`config.mk`:
```
export PLATFORM = sky130hd
export DESIGN_NAME = one_mismatch_pattern_search
export DESIGN_NICKNAME = d
export VERILOG_FILES = /design/src/rtl/omps_pkg.sv /design/src/rtl/one_mismatch_pattern_search.sv /design/src/rtl/omps_cell.sv
export SDC_FILE = /design/constraint.sdc
export NUM_CORES = 1
export LEC_CHECK = 0
export BUFFER_PORTS_ARGS = -buffer_cell sky130_fd_sc_hd__buf_2
export CORE_ASPECT_RATIO = 0.9
export CORE_UTILIZATION = 35
export CTS_CLUSTER_SIZE = 10
export DETAILED_ROUTE_END_ITERATION = 7
export HOLD_SLACK_MARGIN = 0.08
export PLACE_DENSITY = 0.55
export SYNTH_ARGS = -nofsm -noshare
export SYNTH_HDL_FRONTEND = slang
export SYNTH_HIERARCHICAL = 1
export SYNTH_SLANG_ARGS = --single-unit
```
`constraint.sdc`:
```
create_clock -name i_clk -period 9.4 [get_ports i_clk]
set_clock_uncertainty 0.05 [all_clocks]
set_input_delay 1.41 -clock i_clk [delete_from_list [all_inputs] [get_ports i_clk]]
set_output_delay 1.41 -clock i_clk [all_outputs]
set_load 0.1 [all_outputs]
```
`src/rtl/omps_pkg.sv`:
```
// Shared types and constants of the one-mismatch pattern search.
// Used by the cell, the top level and the checker; depends on nothing.
package omps_pkg;

    localparam int SYM_W     = 8;
    localparam int FUNC_W    = 2;
    localparam int IDX_W     = 6;
    localparam int LEN_W     = 7;
    localparam int POS_W     = 21;
    localparam int MCNT_W    = 2;
    localparam int SLOT_SPAN = 1 << IDX_W;

    localparam logic [MCNT_W-1:0] CNT_ZERO = 2'd0;
    localparam logic [MCNT_W-1:0] CNT_ONE  = 2'd1;
    localparam logic [MCNT_W-1:0] CNT_SAT  = 2'd2;

    typedef enum logic [FUNC_W-1:0] {
        FUNC_LOAD    = 2'd0,
        FUNC_TEXT    = 2'd1,
        FUNC_RESTART = 2'd2
    } t_func;

    typedef struct packed {
        logic load;
        logic step;
        logic restart;
    } t_cell_ctl;

endpackage

```
`src/rtl/one_mismatch_pattern_search.sv`:
```
// Channel   | valid        | stall        | payload
// ----------+--------------+--------------+---------------------------------------
// request   | i_in_valid   | o_in_stall   | i_func, i_symbol, i_pattern_index
// result    | o_out_valid  | i_out_stall  | o_start_position, o_mismatch_count
// config    | i_cfg_we     | (none)       | i_cfg_wdata (pattern length)
//
// One request per cycle while o_in_stall is low; a hit's result appears in the cycle after its text request.
// The first w_eff cells advance together; each after the first takes its neighbor's count.
// Reset is synchronous and active low; it clears counts and position and sets length 1.
// o_in_stall is high only while a result waits under i_out_stall.
// Top level of the one-mismatch pattern search; depends on omps_pkg and omps_cell.
module one_mismatch_pattern_search #(
    parameter int PAT_MAX  = 64,
    parameter int TEXT_MAX = 1048576
) (
    input  logic                        i_clk,
    input  logic                        i_rst_n,
    input  logic                        i_cfg_we,
    input  logic [omps_pkg::LEN_W-1:0]  i_cfg_wdata,
    input  logic                        i_in_valid,
    output logic                        o_in_stall,
    input  logic [omps_pkg::FUNC_W-1:0] i_func,
    input  logic [omps_pkg::SYM_W-1:0]  i_symbol,
    input  logic [omps_pkg::IDX_W-1:0]  i_pattern_index,
    output logic                        o_out_valid,
    input  logic                        i_out_stall,
    output logic [omps_pkg::POS_W-1:0]  o_start_position,
    output logic                        o_mismatch_count
);

    localparam int LB = $clog2(PAT_MAX + 1);
    localparam int LW = (LB > omps_pkg::LEN_W) ? LB : omps_pkg::LEN_W;
    localparam int CW = $clog2(TEXT_MAX + 1);
    localparam int MW = (CW > LW) ? CW : LW;
    localparam int SW = ((MW > omps_pkg::POS_W) ? MW : omps_pkg::POS_W) + 1;

    logic [omps_pkg::LEN_W-1:0]  r_len;
    logic [CW-1:0]               r_tcnt;
    logic                        r_out_valid;
    logic [omps_pkg::POS_W-1:0]  r_start;
    logic                        r_mism;

    logic                        w_accept;
    logic                        w_load;
    logic                        w_text;
    logic                        w_restart;
    logic                        w_full;
    logic                        w_step;
    logic                        w_emit;
    logic [LW-1:0]               w_len_ext;
    logic [LW-1:0]               w_eff;
    logic [SW-1:0]               w_cnt_new;
    logic [SW-1:0]               w_eff_s;
    logic [SW-1:0]               w_start;
    logic [omps_pkg::MCNT_W-1:0] w_done;

    logic [omps_pkg::MCNT_W-1:0] w_cnt  [PAT_MAX];
    logic [omps_pkg::MCNT_W-1:0] w_next [PAT_MAX];
    logic [PAT_MAX-1:0]          w_last;

    assign o_in_stall = r_out_valid && i_out_stall;
    assign w_accept   = i_in_valid && !o_in_stall;

    always_comb begin
        w_load    = 1'b0;
        w_text    = 1'b0;
        w_restart = 1'b0;
        case (omps_pkg::t_func'(i_func))
            omps_pkg::FUNC_LOAD:    w_load    = w_accept;
            omps_pkg::FUNC_TEXT:    w_text    = w_accept;
            omps_pkg::FUNC_RESTART: w_restart = w_accept;
            default: ;
        endcase
    end

    assign w_full = (r_tcnt >= CW'(TEXT_MAX));
    assign w_step = w_text && !w_full;

    always_comb begin
        w_len_ext = LW'(r_len);
        if (w_len_ext == '0) begin
            w_eff = LW'(1);
        end else if (w_len_ext > LW'(PAT_MAX)) begin
            w_eff = LW'(PAT_MAX);
        end else begin
            w_eff = w_len_ext;
        end
    end

    for (genvar J = 0; J < PAT_MAX; J++) begin : g_cell
        omps_pkg::t_cell_ctl         w_ctl;
        logic [omps_pkg::MCNT_W-1:0] w_prev;
        logic                        w_sel;

        if (J < omps_pkg::SLOT_SPAN) begin : g_slot
            assign w_sel = (i_pattern_index == omps_pkg::IDX_W'(J));
        end else begin : g_noslot
            assign w_sel = 1'b0;
        end

        if (J == 0) begin : g_head
            assign w_prev = omps_pkg::CNT_ZERO;
        end else begin : g_link
            assign w_prev = w_cnt[J-1];
        end

        assign w_ctl.load    = w_load && w_sel;
        assign w_ctl.step    = w_step && (LW'(J) < w_eff);
        assign w_ctl.restart = w_restart;
        assign w_last[J]     = (LW'(J) == (w_eff - LW'(1)));

        omps_cell u_cell (
            .i_clk      (i_clk),
            .i_rst_n    (i_rst_n),
            .i_ctl      (w_ctl),
            .i_symbol   (i_symbol),
            .i_prev_cnt (w_prev),
            .o_cnt      (w_cnt[J]),
            .o_next_cnt (w_next[J])
        );
    end

    always_comb begin
        w_done = omps_pkg::CNT_ZERO;
        for (int k = 0; k < PAT_MAX; k++) begin
            w_done = w_done | (w_last[k] ? w_next[k] : omps_pkg::CNT_ZERO);
        end
    end

    assign w_cnt_new = SW'(r_tcnt) + SW'(1);
    assign w_eff_s   = SW'(w_eff);
    assign w_start   = w_cnt_new - w_eff_s + SW'(1);
    assign w_emit    = w_step && (w_cnt_new >= w_eff_s) && !w_done[1];

    always_ff @(posedge i_clk) begin
        if (!i_rst_n) begin
            r_len <= omps_pkg::LEN_W'(1);
        end else if (i_cfg_we) begin
            r_len <= i_cfg_wdata;
        end
    end

    always_ff @(posedge i_clk) begin
        if (!i_rst_n) begin
            r_tcnt <= '0;
        end else if (w_restart) begin
            r_tcnt <= '0;
        end else if (w_step) begin
            r_tcnt <= r_tcnt + CW'(1);
        end
    end

    always_ff @(posedge i_clk) begin
        if (!i_rst_n) begin
            r_out_valid <= 1'b0;
        end else if (w_accept) begin
            r_out_valid <= w_emit;
        end else if (!i_out_stall) begin
            r_out_valid <= 1'b0;
        end
    end

    always_ff @(posedge i_clk) begin
        if (w_emit) begin
            r_start <= w_start[omps_pkg::POS_W-1:0];
            r_mism  <= w_done[0];
        end
    end

    assign o_out_valid      = r_out_valid;
    assign o_start_position = r_start;
    assign o_mismatch_count = r_mism;

endmodule

```
`src/rtl/omps_cell.sv`:
```
// One alignment cell: holds a pattern byte and one open window's mismatch count.
// Depends on omps_pkg; chained by one_mismatch_pattern_search.
module omps_cell (
    input  logic                        i_clk,
    input  logic                        i_rst_n,
    input  omps_pkg::t_cell_ctl         i_ctl,
    input  logic [omps_pkg::SYM_W-1:0]  i_symbol,
    input  logic [omps_pkg::MCNT_W-1:0] i_prev_cnt,
    output logic [omps_pkg::MCNT_W-1:0] o_cnt,
    output logic [omps_pkg::MCNT_W-1:0] o_next_cnt
);

    logic [omps_pkg::SYM_W-1:0]  r_pat;
    logic [omps_pkg::MCNT_W-1:0] r_cnt;
    logic [omps_pkg::MCNT_W-1:0] n_cnt;
    logic                        w_diff;

    assign w_diff = (r_pat != i_symbol);

    always_comb begin
        if (i_prev_cnt[1]) begin
            n_cnt = omps_pkg::CNT_SAT;
        end else begin
            n_cnt = i_prev_cnt + (w_diff ? omps_pkg::CNT_ONE : omps_pkg::CNT_ZERO);
        end
    end

    always_ff @(posedge i_clk) begin
        if (i_ctl.load) begin
            r_pat <= i_symbol;
        end
    end

    always_ff @(posedge i_clk) begin
        if (!i_rst_n) begin
            r_cnt <= omps_pkg::CNT_ZERO;
        end else if (i_ctl.restart) begin
            r_cnt <= omps_pkg::CNT_ZERO;
        end else if (i_ctl.step) begin
            r_cnt <= n_cnt;
        end
    end

    assign o_cnt      = r_cnt;
    assign o_next_cnt = n_cnt;

endmodule

```
Yosys cells after proc, flatten, opt, wreduce, memory -nomap -nowiden
Cells that the tools add are included.
W data, S select, Z words.
Word-level totals
  flip-flop bits (word level): 689
  input bits: 28
  output and inout port bits: 24
  logic and storage cells: 861
Operators by class
  add/sub/neg operators: 68
  $lt $le $gt $ge: 66
  eq/ne operators: 193
  muxes and demuxes: 198
  bitwise gates (word level): 64
  reduce and logical (&&, ||, !) cells: 140
Operators with widths (number)
  $ne A8 B8 Y1: 64
  $mux W2: 127
  $eq A6 B7 Y1 const A: 32
  $lt A6 B7 Y1 const A: 31
  $eq A6 B6 Y1 const B: 32
  $logic_and A1 B1 Y1: 132
  $add A2 B2 Y2: 63
  $or A2 B2 Y2: 63
  $eq A5 B7 Y1 const A: 16
  $lt A5 B7 Y1 const A: 16
  $eq A6 B5 Y1 const B: 16
  $mux W1: 69
  $eq A4 B7 Y1 const A: 8
  $lt A4 B7 Y1 const A: 8
  $eq A6 B4 Y1 const B: 8
  $add A21 B1 Y21 const B: 2
  $eq A3 B7 Y1 const A: 4
  $lt A3 B7 Y1 const A: 4
  $eq A6 B3 Y1 const B: 4
  $add A21 B1 Y22 const B: 1
  $ge A22 B7 Y1: 1
  $ge A21 B21 Y1 const B: 1
  $sub A21 B7 Y21: 1
  $eq A2 B7 Y1 const A: 2
  17 further kinds: 24

Depth between registers and ports, before layout
  depth in word-level cells: 72
  mapped depth: 18
  mapped depth without buffers: 17

Hierarchy
The synthesis kept the hierarchy.
By module, submodules not included
  omps_cell: instances 64, cells an instance 29, area each 425.4 µm², sequential area each 280.3 µm²
  one_mismatch_pattern_search: instances 1, cells an instance 738, area each 5534.1 µm², sequential area each 1241.2 µm²

Worst setup path before layout
OpenSTA, ideal clock, no wires.
  path type: in2reg
  start: in i_out_stall
  end: reg r_tcnt[0]
  library setup time: 0.128 ns
  arrival: 4.333 ns
  required time: 9.222 ns
  path slack: 4.890 ns
  cell stages on the path: 6
  path buffers: 1
  cell sequence: nand2_1 nand2_1 nor3b_1 nand2b_1 clkbuf_1 nor2_1
RTL lines
  start, declared: RTL line one_mismatch_pattern_search.sv:26  | input logic i_out_stall,
  end signal, assigned: RTL line one_mismatch_pattern_search.sv:149  | r_tcnt <= r_tcnt + CW'(1);
  end, declared: RTL line one_mismatch_pattern_search.sv:38  | logic [CW-1:0] r_tcnt;

==> results.yml <==
run_status:
  status: "finished clean"
die:
  die_y_um: 292
  start_util: 0.356
  die_x_um: 324
  boundaryPins: 52
  row_count: 105
  die-area_um2: 94600
  core_um2: 91800
finish:
  diodes: 0
  most-common-layout-cells: "xor2_1 (534), edfxtp_1 (534), nor2_1 (254), dfxtp_1 (155), mux2i_1 (133)"
  nets: 2868
  drive_gt1_frac: 0.103
  syn2layout_area_growth_pct: 13.9
  final_cell_count_no_fill: 4022
timing:
  fin_setup_tns_ps: 0
  rsz0062_at_grt: "no"
  min_period_ps: 5590
  maxSlewHeadroom: 0.178
  setup_viol: 0
  max_freq_mhz: 179
  timing.final.crit_share: 0.595
  maxSlewViolCount: 0
  hold_violations: 0
  tightest_slew_ps: 1220
logic_synthesis:
  synthCells: 2586
  ys_warn_count: 6
  syn_area_um2: 32700
  avgSynthCellArea_um2: 12.6
critical_path:
  worstRegToRegCells: 12
  worstPathCellList: "buf_6 -> buf_4 -> xor2_1 -> nor4_1 -> nand2_1 -> ha_1 -> or2_2 -> nand2_1 -> o21ai_0 -> a32o_1 -> a221oi_1 -> nand3_1 -> a22oi_1 -> nand4_1 -> and4b_1"
  crit_path_end_kind: "register"
  crit_fanout: 67
  r2r_end: "o_start_position[15]"
  critPathRequiredTime_ps: 9610
  critPathKind: "in -> reg"
  path_common_cell: "nand2_1"
  r2r-start: "r_tcnt[0]"
  crit_arrival_ps: 5800
  critPathSlowestCell: "and4b_1"
  slowest_delay_ps: 1070
  crit_end: "o_start_position[15]"
  reg2reg_slack_ps: 4890
  worstSetupStartpointType: "input pin"
  crit_start: "i_symbol[5]"
clock_network:
  post_cts_resized: 0
  htree_levels: 3
  clock_path_buffers: 3
  root_buffer: "clkbuf_16"
  clkTransAtPathRegs_ps: 50
  numCtsBuffers: 82
  clk_latency_ps: 660
  cts_tree: "yes"
  ctsHoldBuffers: 0
  postCtsSetupBuffers: 0
  cts.sinks: 689
route:
  wl_met1_mm: 39.3
  routed_wl_mm: 84.7
  drt_first_pass_iters: 5
  topRoutingLayerUsed: "met4"
  routed-wl-met2_mm: 38.4
  met3WireLength_mm: 4.73
  drt_iter0_markers: 1707
  vias: 20300
  wl_per_cell_um: 21.1
  drcViolationCount: 0
  via_per_inst: 5.04
  drt.antenna.violating_nets: 0
place:
  port_buffers: 51
  hpwl_mm: 57.6
  dp_cells: 3880
  place.gp.congestion: 0.909
global_route:
  grt_max_degree: 68
  antenna_found_initial: 0
  track_usage: 0.180
  first_global_vias: 20400
  grt-ovfl-total: 0
  grt_pass1_wl_mm: 128
power:
  p_leak_nw: 13.2
  peakVddDrop_mv: 0.152
  power_density_nw_per_um2: 181
job:
  cap_violations: 0
hold_path:
  hold_path.class: "reg -> reg"
==> metrics by stage <==
step | util | instance area [um2] | setup slack (ps) | hold slack (ps) | power [mW]
floorplan | - | 32700 | 4920 | 412 | 3.65
global placement | 0.379 | 34800 | 3040 | 429 | 3.86
detailed placement | 0.379 | 34800 | 3180 | 442 | 3.87
CTS | 0.405 | 37200 | 3860 | 450 | 6.82
global route | 0.405 | 37200 | 3400 | 461 | 6.98
finish | 0.405 | 37200 | 3810 | 450 | 6.74
==> where the power goes <==
| group | leakage, nW | switching, mW | total [mW] | internal [mW] |
|---|---|---|---|---|
| Combinational | 5.98 | 0.331 | 0.488 | 0.157 |
| Sequential | 6.05 | 0.0153 | 3.32 | 3.30 |
| Clock | 1.17 | 1.26 | 2.94 | 1.67 |
==> how the worst min path moves through the flow <==
stage / depth (start not counted) / from / end / slack (ps)
floorplan: 2 / r_tcnt[1] / r_tcnt[1] / 410
global placement: 2 / r_tcnt[1] / r_tcnt[1] / 430
detailed placement: 2 / g_cell[15].u_cell/o_cnt[0] / g_cell[15].u_cell/o_cnt[0] / 440
CTS: 2 / r_tcnt[1] / r_tcnt[1] / 450
global route: 2 / r_tcnt[1] / r_tcnt[1] / 460
finish: 2 / r_tcnt[1] / r_tcnt[1] / 450
==> worst max-delay path: cells and delay by family <==
kind,cells,cell delay (ps)
xor+xnor,1,110
compound gates,4,780
fa+ha+maj,1,230
simple gates,7,2270
buf+inv,2,900
==> flip-flops by register name, indices dropped and copies added, names as in the netlist <==
signal,flops
g_cell.u_cell/r_pat,512
g_cell.u_cell/o_cnt,126
o_start_position,21
r_tcnt,21
r_len,7
o_mismatch_count,1
o_out_valid,1
==> layout make-up <==
type / count / area [um2]
clock buffers: 131 / 2280
multi-input cells: 1822 / 13200
fillers: 8515 / 54600
flip-flops and latches: 689 / 19100
repair buffers: 96 / 693
well taps: 1230 / 1540
inverters: 43 / 161
clock inverters: 11 / 189
==> layer usage <==
layer / GRT usage / up-vias
met3: 0.0330 / 133
met1: 0.254 / 10100
met4: 0.0527 / 0
met5: 0 / -
met2: 0.280 / 561
li1: - / 9504
Note: power is estimated with default switching activity, not from simulation.
